[src/design/sclfu_pkg.sv]
package sclfu_pkg;

    localparam int ENTRIES_DEF = 15;
    localparam int SECTOR_LIMIT = 65536;
    localparam int SECTOR_W = 16;
    localparam int PRIO_W = 8;
    localparam int SLOT_W_MIN = 4;

    localparam logic [SECTOR_W:0] SECTOR_LIMIT_V = (SECTOR_W + 1)'(SECTOR_LIMIT);
    localparam logic [PRIO_W-1:0] INIT_PRIO_RESET = 8'd5;
    localparam logic [PRIO_W-1:0] PRIO_MAX = '1;

    typedef enum logic [1:0] {
        ST_HIT    = 2'd0,
        ST_FILL   = 2'd1,
        ST_EVICT  = 2'd2,
        ST_REJECT = 2'd3
    } t_status;

    // controller to datapath
    typedef struct packed {
        logic start;
        logic scan;
        logic commit;
    } t_dp_cmd;

    // datapath to controller
    typedef struct packed {
        logic reject;
    } t_dp_stat;

    function automatic int idx_w(input int entries);
        return (entries > 1) ? $clog2(entries) : 1;
    endfunction

    function automatic int slot_w(input int entries);
        return (idx_w(entries) > SLOT_W_MIN) ? idx_w(entries) : SLOT_W_MIN;
    endfunction

endpackage

[src/design/sector_cache_lfu_policy_unit.sv]
// Tag and least-frequently-used replacement engine for a small sector cache. Each item is a
// read or write request for a sector; the result gives hit, fill of a free slot, eviction
// (with the victim sector for write-back) or rejection of sector zero and sectors at or above
// the limit. Hits raise an entry's priority by one up to 255; new entries start at the
// initial priority register (reset 5), to be written through i_cfg_we/i_cfg_data only while
// idle, which the block itself does not enforce. One item is in work at a time: the entry
// table has a single read port and is scanned one entry per cycle; a rejected sector skips
// the scan. The result sits in an output register; the next item is accepted while it waits,
// and only the final commit cycle stalls until that register is free.
module sector_cache_lfu_policy_unit #(
    parameter int ENTRIES = sclfu_pkg::ENTRIES_DEF
) (
    input  logic                                   i_clk,
    input  logic                                   i_rst_n,
    input  logic                                   i_cfg_we,
    input  logic [sclfu_pkg::PRIO_W-1:0]           i_cfg_data,
    input  logic                                   i_in_valid,
    output logic                                   o_in_ready,
    input  logic                                   i_op,
    input  logic [sclfu_pkg::SECTOR_W-1:0]         i_sector,
    output logic                                   o_out_valid,
    input  logic                                   i_out_ready,
    output logic [1:0]                             o_status,
    output logic [sclfu_pkg::slot_w(ENTRIES)-1:0]  o_slot,
    output logic                                   o_fetch_needed,
    output logic                                   o_writeback_needed,
    output logic [sclfu_pkg::SECTOR_W-1:0]         o_victim_sector
);
    import sclfu_pkg::*;

    localparam int IDX_W = idx_w(ENTRIES);

    t_dp_cmd          cmd;
    t_dp_stat         stat;
    logic [IDX_W-1:0] idx;

    sclfu_ctrl #(
        .ENTRIES (ENTRIES)
    ) u_ctrl (
        .i_clk       (i_clk),
        .i_rst_n     (i_rst_n),
        .i_in_valid  (i_in_valid),
        .o_in_ready  (o_in_ready),
        .o_out_valid (o_out_valid),
        .i_out_ready (i_out_ready),
        .i_stat      (stat),
        .o_cmd       (cmd),
        .o_idx       (idx)
    );

    sclfu_dp #(
        .ENTRIES (ENTRIES)
    ) u_dp (
        .i_clk              (i_clk),
        .i_rst_n            (i_rst_n),
        .i_cfg_we           (i_cfg_we),
        .i_cfg_data         (i_cfg_data),
        .i_op               (i_op),
        .i_sector           (i_sector),
        .i_cmd              (cmd),
        .i_idx              (idx),
        .o_stat             (stat),
        .o_status           (o_status),
        .o_slot             (o_slot),
        .o_fetch_needed     (o_fetch_needed),
        .o_writeback_needed (o_writeback_needed),
        .o_victim_sector    (o_victim_sector)
    );

endmodule

[src/design/sclfu_ctrl.sv]
module sclfu_ctrl #(
    parameter int ENTRIES = sclfu_pkg::ENTRIES_DEF
) (
    input  logic                                   i_clk,
    input  logic                                   i_rst_n,
    input  logic                                   i_in_valid,
    output logic                                   o_in_ready,
    output logic                                   o_out_valid,
    input  logic                                   i_out_ready,
    input  sclfu_pkg::t_dp_stat                    i_stat,
    output sclfu_pkg::t_dp_cmd                     o_cmd,
    output logic [sclfu_pkg::idx_w(ENTRIES)-1:0]   o_idx
);
    import sclfu_pkg::*;

    localparam int IDX_W = idx_w(ENTRIES);
    localparam logic [IDX_W-1:0] LAST_IDX = IDX_W'(ENTRIES - 1);

    typedef enum logic [2:0] {
        S_IDLE   = 3'b001,
        S_SCAN   = 3'b010,
        S_COMMIT = 3'b100
    } t_state;

    t_state            r_state, n_state;
    logic [IDX_W-1:0]  r_idx, n_idx;
    logic              r_out_valid, n_out_valid;
    logic              accept;
    logic              out_free;

    assign accept   = i_in_valid && (r_state == S_IDLE);
    assign out_free = !r_out_valid || i_out_ready;

    always_comb begin
        n_state = r_state;
        n_idx   = r_idx;
        case (r_state)
            S_IDLE: begin
                if (accept) begin
                    n_state = S_SCAN;
                    n_idx   = '0;
                end
            end
            S_SCAN: begin
                if (i_stat.reject || (r_idx == LAST_IDX)) begin
                    n_state = S_COMMIT;
                end else begin
                    n_idx = r_idx + 1'b1;
                end
            end
            S_COMMIT: begin
                if (out_free) begin
                    n_state = S_IDLE;
                end
            end
            default: begin
                n_state = S_IDLE;
            end
        endcase
    end

    always_comb begin
        n_out_valid = r_out_valid;
        if ((r_state == S_COMMIT) && out_free) begin
            n_out_valid = 1'b1;
        end else if (i_out_ready) begin
            n_out_valid = 1'b0;
        end
    end

    always_ff @(posedge i_clk) begin
        if (!i_rst_n) begin
            r_state     <= S_IDLE;
            r_idx       <= '0;
            r_out_valid <= 1'b0;
        end else begin
            r_state     <= n_state;
            r_idx       <= n_idx;
            r_out_valid <= n_out_valid;
        end
    end

    assign o_cmd.start  = accept;
    assign o_cmd.scan   = (r_state == S_SCAN) && !i_stat.reject;
    assign o_cmd.commit = (r_state == S_COMMIT) && out_free;
    assign o_idx        = r_idx;
    assign o_in_ready   = (r_state == S_IDLE);
    assign o_out_valid  = r_out_valid;

endmodule

[src/design/sclfu_dp.sv]
module sclfu_dp #(
    parameter int ENTRIES = sclfu_pkg::ENTRIES_DEF
) (
    input  logic                                   i_clk,
    input  logic                                   i_rst_n,
    input  logic                                   i_cfg_we,
    input  logic [sclfu_pkg::PRIO_W-1:0]           i_cfg_data,
    input  logic                                   i_op,
    input  logic [sclfu_pkg::SECTOR_W-1:0]         i_sector,
    input  sclfu_pkg::t_dp_cmd                     i_cmd,
    input  logic [sclfu_pkg::idx_w(ENTRIES)-1:0]   i_idx,
    output sclfu_pkg::t_dp_stat                    o_stat,
    output logic [1:0]                             o_status,
    output logic [sclfu_pkg::slot_w(ENTRIES)-1:0]  o_slot,
    output logic                                   o_fetch_needed,
    output logic                                   o_writeback_needed,
    output logic [sclfu_pkg::SECTOR_W-1:0]         o_victim_sector
);
    import sclfu_pkg::*;

    localparam int IDX_W  = idx_w(ENTRIES);
    localparam int SLOT_W = slot_w(ENTRIES);

    // entry table
    logic [ENTRIES-1:0]  r_valid;
    logic [SECTOR_W-1:0] r_sector [ENTRIES];
    logic [PRIO_W-1:0]   r_prio   [ENTRIES];
    logic [PRIO_W-1:0]   r_init_prio;

    // request and scan results
    logic                r_op;
    logic [SECTOR_W-1:0] r_req;
    logic                r_reject;
    logic                r_hit;
    logic [IDX_W-1:0]    r_hit_slot;
    logic [PRIO_W-1:0]   r_hit_prio;
    logic                r_free;
    logic [IDX_W-1:0]    r_free_slot;
    logic [PRIO_W-1:0]   r_min_prio;
    logic [IDX_W-1:0]    r_min_slot;
    logic [SECTOR_W-1:0] r_min_sector;

    // result register
    t_status             r_status;
    logic [SLOT_W-1:0]   r_slot;
    logic                r_fetch;
    logic                r_wb;
    logic [SECTOR_W-1:0] r_victim;

    logic                reject_in;
    logic                rd_valid;
    logic [SECTOR_W-1:0] rd_sector;
    logic [PRIO_W-1:0]   rd_prio;

    t_status             res_status;
    logic [IDX_W-1:0]    wr_slot;
    logic                wr_fill;
    logic                wr_prio;
    logic [PRIO_W-1:0]   wr_prio_val;
    logic [SLOT_W-1:0]   res_slot;
    logic                res_fetch;
    logic                res_wb;
    logic [SECTOR_W-1:0] res_victim;

    assign reject_in = (i_sector == '0) || ({1'b0, i_sector} >= SECTOR_LIMIT_V);

    assign rd_valid  = r_valid[i_idx];
    assign rd_sector = r_sector[i_idx];
    assign rd_prio   = r_prio[i_idx];

    always_comb begin
        res_status  = ST_REJECT;
        wr_slot     = '0;
        wr_fill     = 1'b0;
        wr_prio     = 1'b0;
        wr_prio_val = r_init_prio;
        res_slot    = '0;
        res_fetch   = 1'b0;
        res_wb      = 1'b0;
        res_victim  = '0;
        if (!r_reject) begin
            if (r_hit) begin
                res_status  = ST_HIT;
                wr_slot     = r_hit_slot;
                wr_prio     = 1'b1;
                wr_prio_val = (r_hit_prio == PRIO_MAX) ? PRIO_MAX : r_hit_prio + 1'b1;
            end else begin
                wr_fill   = 1'b1;
                wr_prio   = 1'b1;
                res_fetch = !r_op;
                if (r_free) begin
                    res_status = ST_FILL;
                    wr_slot    = r_free_slot;
                end else begin
                    res_status = ST_EVICT;
                    wr_slot    = r_min_slot;
                    res_wb     = 1'b1;
                    res_victim = r_min_sector;
                end
            end
            res_slot = SLOT_W'(wr_slot);
        end
    end

    always_ff @(posedge i_clk) begin
        if (!i_rst_n) begin
            r_valid     <= '0;
            r_init_prio <= INIT_PRIO_RESET;
        end else begin
            if (i_cfg_we) begin
                r_init_prio <= i_cfg_data;
            end
            if (i_cmd.commit && wr_fill) begin
                r_valid[wr_slot] <= 1'b1;
            end
        end
    end

    always_ff @(posedge i_clk) begin
        if (i_cmd.start) begin
            r_op     <= i_op;
            r_req    <= i_sector;
            r_reject <= reject_in;
            r_hit    <= 1'b0;
            r_free   <= 1'b0;
        end
        if (i_cmd.scan) begin
            if (rd_valid && (rd_sector == r_req) && !r_hit) begin
                r_hit      <= 1'b1;
                r_hit_slot <= i_idx;
                r_hit_prio <= rd_prio;
            end
            if (!rd_valid && !r_free) begin
                r_free      <= 1'b1;
                r_free_slot <= i_idx;
            end
            // first lowest priority wins a tie
            if ((i_idx == '0) || (rd_prio < r_min_prio)) begin
                r_min_prio   <= rd_prio;
                r_min_slot   <= i_idx;
                r_min_sector <= rd_sector;
            end
        end
        if (i_cmd.commit) begin
            r_status <= res_status;
            r_slot   <= res_slot;
            r_fetch  <= res_fetch;
            r_wb     <= res_wb;
            r_victim <= res_victim;
            if (wr_fill) begin
                r_sector[wr_slot] <= r_req;
            end
            if (wr_prio) begin
                r_prio[wr_slot] <= wr_prio_val;
            end
        end
    end

    assign o_stat.reject      = r_reject;
    assign o_status           = r_status;
    assign o_slot             = r_slot;
    assign o_fetch_needed     = r_fetch;
    assign o_writeback_needed = r_wb;
    assign o_victim_sector    = r_victim;

endmodule

[config.mk]
export PLATFORM = sky130hd
export DESIGN_NAME = sector_cache_lfu_policy_unit
export DESIGN_NICKNAME = d
export VERILOG_FILES = /design/src/design/sclfu_pkg.sv /design/src/design/sector_cache_lfu_policy_unit.sv /design/src/design/sclfu_ctrl.sv /design/src/design/sclfu_dp.sv
export SDC_FILE = /design/constraint.sdc
export NUM_CORES = 1
export LEC_CHECK = 0
export BUFFER_PORTS_ARGS = -buffer_cell sky130_fd_sc_hd__buf_2
export CORE_UTILIZATION = 35
export CTS_BUF_LIST = sky130_fd_sc_hd__clkbuf_2
export CTS_CLUSTER_SIZE = 20
export DETAILED_ROUTE_END_ITERATION = 12
export SLEW_MARGIN = 40
export SYNTH_ARGS = -nofsm -noshare
export SYNTH_HDL_FRONTEND = slang
export SYNTH_HIERARCHICAL = 1
export SYNTH_SLANG_ARGS = --single-unit
[constraint.sdc]
create_clock -name i_clk -period 15.95 [get_ports i_clk]
set_input_delay 0 -clock i_clk [delete_from_list [all_inputs] [get_ports i_clk]]
set_output_delay 0 -clock i_clk [all_outputs]
set_load 0.01 [all_outputs]
# [Word-level counts from Yosys, hierarchy flattened]
# Memories as Yosys holds them, arrays and structs flattened. A register that Yosys moved wholly into a read port is not among the register bits.
# Cells that the tools add are included.
[totals] memories=2 ram_bits=360 reg_bits=119 in_bits=30 output_inout_bits=26
[mem_list] name="u_dp.r_sector" words=15 width=16 read_ports=1 rd_clocked_by_memory_dff=1 write_ports=1 line_no="sclfu_dp.sv:26" source="logic [SECTOR_W-1:0] r_sector [ENTRIES];"
[mem_list] name="u_dp.r_prio" words=15 width=8 read_ports=1 rd_clocked_by_memory_dff=1 write_ports=1 line_no="sclfu_dp.sv:27" source="logic [PRIO_W-1:0] r_prio [ENTRIES];"
[classes] order_cmp=4 n_reduce_logical=28 eq_ne=10 n_addsub=2 bitwise_logic=1 n_mux=40
[op_table] cell="2-to-1 mux 4 bit" count=9
[op_table] cell="2-to-1 mux 8 bit" count=3
[op_table] cell="2-to-1 mux 1 bit" count=19
[op_table] cell="equality test 16 bit" count=1
[op_table] cell="logical NOT 16 bit" count=1
[op_table] cell="OR 15 bit" count=1
[op_table] cell="< comparator 4 x 5 -> 1 bit, second input constant" count=2
[op_table] cell="2-to-1 mux 3 bit" count=3
[op_table] cell="one-hot mux 3 bit (3 select lines)" count=1
[op_table] cell="adder 8 x 1 -> 8 bit, second input constant" count=1
[op_table] cell="equality test 8 bit, second input constant" count=1
[op_table] cell="logical AND 1 bit" count=8
[op_table] cell="< comparator 8 bit" count=1
[op_table] cell="one-hot mux 4 bit (2 select lines)" count=1
[op_table] cell="logical NOT 1 bit" count=6
[op_table] cell="!= test 2 x 1 -> 1 bit, second input constant" count=3
[op_table] cell="AND reduction 2 bit" count=3
[op_table] cell="AND reduction 3 bit" count=2
[op_table] cell="adder 4 x 1 -> 4 bit, second input constant" count=1
[op_table] cell="binary-select mux 1 bit (select 4 bit)" count=1
[op_table] cell="demux 1 bit (select 4 bit)" count=1
[op_table] cell="equality test 4 bit, second input constant" count=1
[op_table] cell=">= comparator 4 x 1 -> 1 bit, second input constant" count=1
[op_table] cell="logical NOT 4 bit" count=1
[op_table] cell="other kinds (9)" count=13

# [Depth between registers and ports, before layout]
[logic_depth] depth_word=8 depth_mapped=15

# [Hierarchy]
# The synthesis kept the hierarchy.
[modules_own_cells] module="sclfu_dp" cells_per_inst=1036 instances=1 area_each_um2=18768.0
[modules_own_cells] module="sclfu_ctrl" cells_per_inst=57 instances=1 area_each_um2=478.0

# [Least setup slack after synthesis]
# Ideal clock, no wire load.
[synth_path] path_kind="register to register" start="reg u_ctrl.r_idx[1] (netlist: u_ctrl/o_idx[1])" end="reg u_dp.r_min_prio[0] (enable)" path_slack_ns=10.299 path_stages_with_launch=14 required_ns=15.498 setup_time_ns=0.452 arrival_time_ns=5.199 path_buffers=5 path_cell_list="dfxtp_1 -> buf_4 -> buf_2 -> buf_4 -> buf_4 -> clkbuf_1 -> mux4_2 -> mux4_2 -> ha_1 -> a21o_1 -> a21o_1 -> a21oi_1 -> nand2_1 -> o21ai_0"
[synth_between] elab_chain_len=3
[synth_rtl] item="from (decl)" line_no="sclfu_ctrl.sv:26" source="logic [IDX_W-1:0] r_idx, n_idx;"
[synth_rtl] item="from (signal assigned)" line_no="sclfu_ctrl.sv:78" source="r_idx <= n_idx;"
[synth_rtl] item="logical NOT 4 bit" line_no="sclfu_dp.sv:138" source="if ((i_idx == '0) || (rd_prio < r_min_prio)) begin"
[synth_rtl] item="logical OR 1 bit" line_no="sclfu_dp.sv:138"
[synth_rtl] item="AND reduction 2 bit (no source line)"
[synth_rtl] item="to (signal assigned)" line_no="sclfu_dp.sv:139" source="r_min_prio <= rd_prio;"
[synth_rtl] item="to (decl)" line_no="sclfu_dp.sv:39" source="logic [PRIO_W-1:0] r_min_prio;"
# No other way between the ends.
# A chain may end at the register's enable or synchronous reset.

# [Worst setup path after layout]
[layout_path] start="reg u_ctrl.r_idx[1] (netlist: u_ctrl/o_idx[1])" end="reg u_dp.r_hit_prio[2] (enable)"
[layout_between] elab_chain_len=5
[layout_rtl] item="binary-select mux 1 bit (select 4 bit)" line_no="sclfu_dp.sv:67" source="assign rd_valid = r_valid[i_idx];"
[layout_rtl] item="2-to-1 mux 1 bit (implied by the code)" line_no="sclfu_dp.sv:67"
[layout_rtl] item="logical AND 1 bit (2 in series)" line_no="sclfu_dp.sv:128" source="if (rd_valid && (rd_sector == r_req) && !r_hit) begin"
[layout_rtl] item="AND reduction 2 bit (no source line)"
[layout_rtl] item="to (signal assigned)" line_no="sclfu_dp.sv:131" source="r_hit_prio <= rd_prio;"
[layout_rtl] item="to (decl)" line_no="sclfu_dp.sv:36" source="logic [PRIO_W-1:0] r_hit_prio;"
# No other way between the ends. The select of a mux whose other input is x is not followed.

==> flow_metrics.tcl <==
set metrics [dict create \
    ctsHoldBuffers 74 \
    postSynthRegisterBits 479 \
    drt-initial-drc-count 797 \
    grt_setup_unrepaired "no" \
    fin_crit_sh 0.319 \
    finish.utilization 0.412 \
    syn_area_um2 19200 \
    slowest_delay_ns 0.75 \
    setup_ws_ns 10.86 \
    chipWidth_um 236 \
    cp.required_ns 16.62 \
    endpoint_kind "flip-flop" \
    syn_to_final_growth_pct 15.7 \
    via_per_inst 4.99 \
    crit_arrival_ns 5.76 \
    clock-sinks 479 \
    num_vias 10508 \
    path_cells "buf_4 -> buf_4 -> mux4_2 -> mux2i_1 -> xnor2_1 -> a2111oi_2 -> a41oi_1 -> and4bb_1 -> and3_1" \
    drt-total-wl_um 42300 \
    n_fill_cell 4924 \
    finalHoldViolations 0 \
    final_nets 1353 \
    start_kind "flip-flop" \
    maxCapViolations 0 \
    place_area_um2 20400 \
    stdcell_area_um2 22300 \
    num_rows 85 \
    power_uw 2270 \
    finalCriticalPeriod_ns 5.09 \
    die_y_um 236 \
    finalMaxSlewViolations 0 \
    yosysUniqueCellTypes 62 \
    power.density_nw_per_um2 102 \
    hpwlAfterDp_um 25500 \
    antenna_left 0 \
    cts_tree "done" \
    drc_errors 0 \
    worstPathMaxFanout 59 \
    setup_viol 0 \
    slowest_stage "dfxtp_4" \
    drive_gt1_frac 0.265 \
    clock-skew-final_ns 0.0927 \
    worstMarginPinSlew_ns 0.827 \
    gr-total-overflow 0 \
    place.gp.congestion 0.771 \
    grt_pass1_vias 10659 \
    antenna_found_initial 1 \
    drtPass1Iterations 5 \
    place_ws_ns 10.87 \
    p_leak_uw 0.00735 \
    cp.buffers_inverters 2 \
    cpLargestDelayFamily "buffers and inverters" \
    setup-tns-final_ns 0 \
    die_area_um2 55900 \
    synth_edf_count 446 \
    postCtsSetupRepairBufs 0 \
    clkTransAtPathRegs_ns 0.10 \
    pin_count 56 \
    synth.avg_cell_area_um2 17.6 \
    status "complete, no violations" \
    worst_ir_drop_vdd_mv 0.0448 \
    cts.htree.levels 3 \
    path_class "reg2reg" \
    clkLatencyLatePin_ns 1.11 \
    yosysSeqAreaShare 0.730 \
    wl_per_cell_um 20.1 \
    port_buffers 55 \
    grt_start_max_net_pins 60 \
    synth_cells 1093 \
    grt_first_pass_wirelength_um 64800 \
    async_flop_share 0 \
    clockBufferDepth 3 \
    maxSlewHeadroom 0.449 \
    crit_top_cell "buf_4" \
    max_freq_ghz 0.197 \
    synth_nets 1133 \
    ys_warn_count 6 \
    numCtsBuffers 113 \
    synth-main-ff-cell "edfxtp_1" \
    post_cts_resized 0 \
    initial_core_util 0.356 \
    coreArea_um2 54000 \
    cts-root-buf "clkbuf_2" \
    hp-class "in2reg" \
    grt.total_usage 0.154 \
]
## cells in the final DEF, fill, tap and decap left out, types with 6 or more instances in the layout
cell type and instances:
nand2_1 65, nor3_2 13, xor2_1 19, buf_2 56, a21oi_1 32, clkinv_1 35, a31oi_1 6, and3_1 13
clkbuf_2 165, nand2b_1 14, inv_1 17, nor2_1 18, buf_4 31, o22ai_1 14, mux4_2 56, mux2i_1 69
ha_1 10, nor2_2 12, o21a_1 15, mux4_1 13, xnor2_1 24, o211ai_1 9, o21ai_0 28, dfxtp_1 29
nor2b_1 13, dlygate4sd3_1 73, and2_1 16, edfxtp_1 446, nor3_1 7
## synthesized netlist by cell type (14+ instances only)
cell      instances  area share
edfxtp_1        446        0.70
mux2i_1          69       0.036
nand2_1          65       0.013
mux4_2           56       0.066
a21oi_1          36      0.0094
dfxtp_1          33       0.034
nor2_1           30      0.0059
o21ai_0          29      0.0075
xnor2_1          24       0.011
clkbuf_1         23      0.0045
nor3_1           20      0.0052
xor2_1           19      0.0086
inv_1            18      0.0035
and2_1           17      0.0055
o21a_1           15      0.0059
nand2b_1         14      0.0046
o22ai_1          14      0.0046
## sequential cells by signal, indices dropped and copies added (netlist names), 2 cells and up
name,count
u_ctrl/o_idx,4
u_ctrl/r_state,3
u_dp/o_slot,4
u_dp/o_status,2
u_dp/o_victim_sector,16
u_dp/r_free_slot,4
u_dp/r_hit_prio,8
u_dp/r_hit_slot,4
u_dp/r_init_prio,8
u_dp/r_min_prio,8
u_dp/r_min_sector,16
u_dp/r_min_slot,4
u_dp/r_prio,120
u_dp/r_req,16
u_dp/r_sector,240
u_dp/r_valid,15
## worst register-to-register path, cell delays in order, from the launching register on
cell and delay, ns:
dfxtp_4 0.75, buf_4 0.72, buf_4 0.67, mux4_2 0.59
mux2i_1 0.40, xnor2_1 0.14, a2111oi_2 0.33, a41oi_1 0.11
and4bb_1 0.39, and3_1 0.57
## area by class of cell
class                      instances  area, um^2  area share
clock inverter                    47         258      0.0116
inverter                          19        71.3     0.00320
antenna                            1        2.50    0.000112
sequential                       479       14100       0.631
timing repair buffer             162        1270      0.0572
multi-input combinational        538        4910       0.220
clock buffer                     165         826      0.0371
tap                              696         871      0.0391
## path summary, 6_finish.rpt
check                                     start                            end  slack (ns)  cells after the start
setup / recovery   u_ctrl/o_idx[1]$_SDFFE_PN0P_   u_dp/r_hit_prio[2]$_DFFE_PP_       10.86                      9
hold / removal                          i_rst_n   u_dp/r_valid[1]$_SDFFE_PN0P_        0.08                      4
setup reg to reg   u_ctrl/o_idx[1]$_SDFFE_PN0P_   u_dp/r_hit_prio[2]$_DFFE_PP_       10.86                      9
hold reg to reg   u_dp/r_valid[14]$_SDFFE_PN0P_  u_dp/r_valid[14]$_SDFFE_PN0P_        0.47                      1
## layer usage
layer  routed length, um  vias up  track usage  part of all wire
li1                    -     4839            -                 -
met1               19500     5275        0.212              0.46
met2               19600      324        0.241              0.46
met3                2270       70       0.0286             0.054
met4                 922        0       0.0584             0.022
met5                   0        -            0                 0
## cells by family after synthesis
family / after synthesis / share of synthesized area
mux: 142 / 0.122
xor+xnor: 43 / 0.0196
simple gates: 205 / 0.0543
fa+ha+maj: 10 / 0.00650
compound gates: 138 / 0.0459
buf+inv: 76 / 0.0220
flops: 479 / 0.730
## per-stage QoR
stage          instances  hold slack, ns
5_1_grt             2107          0.0104
3_5_place_dp        1819           0.193
3_3_place_gp        1819           0.193
6_report            2107          0.0790
2_1_floorplan       1093          0.0889
4_1_cts             2105          0.0251
## where the power goes
part | switching [uW] | internal [uW] | leakage, uW
combinational | 37.8 | 34.5 | 0.00225
sequential | 17.8 | 1380 | 0.00430
clock | 484 | 317 | 0.000802
(Power assumes the default switching activity.)
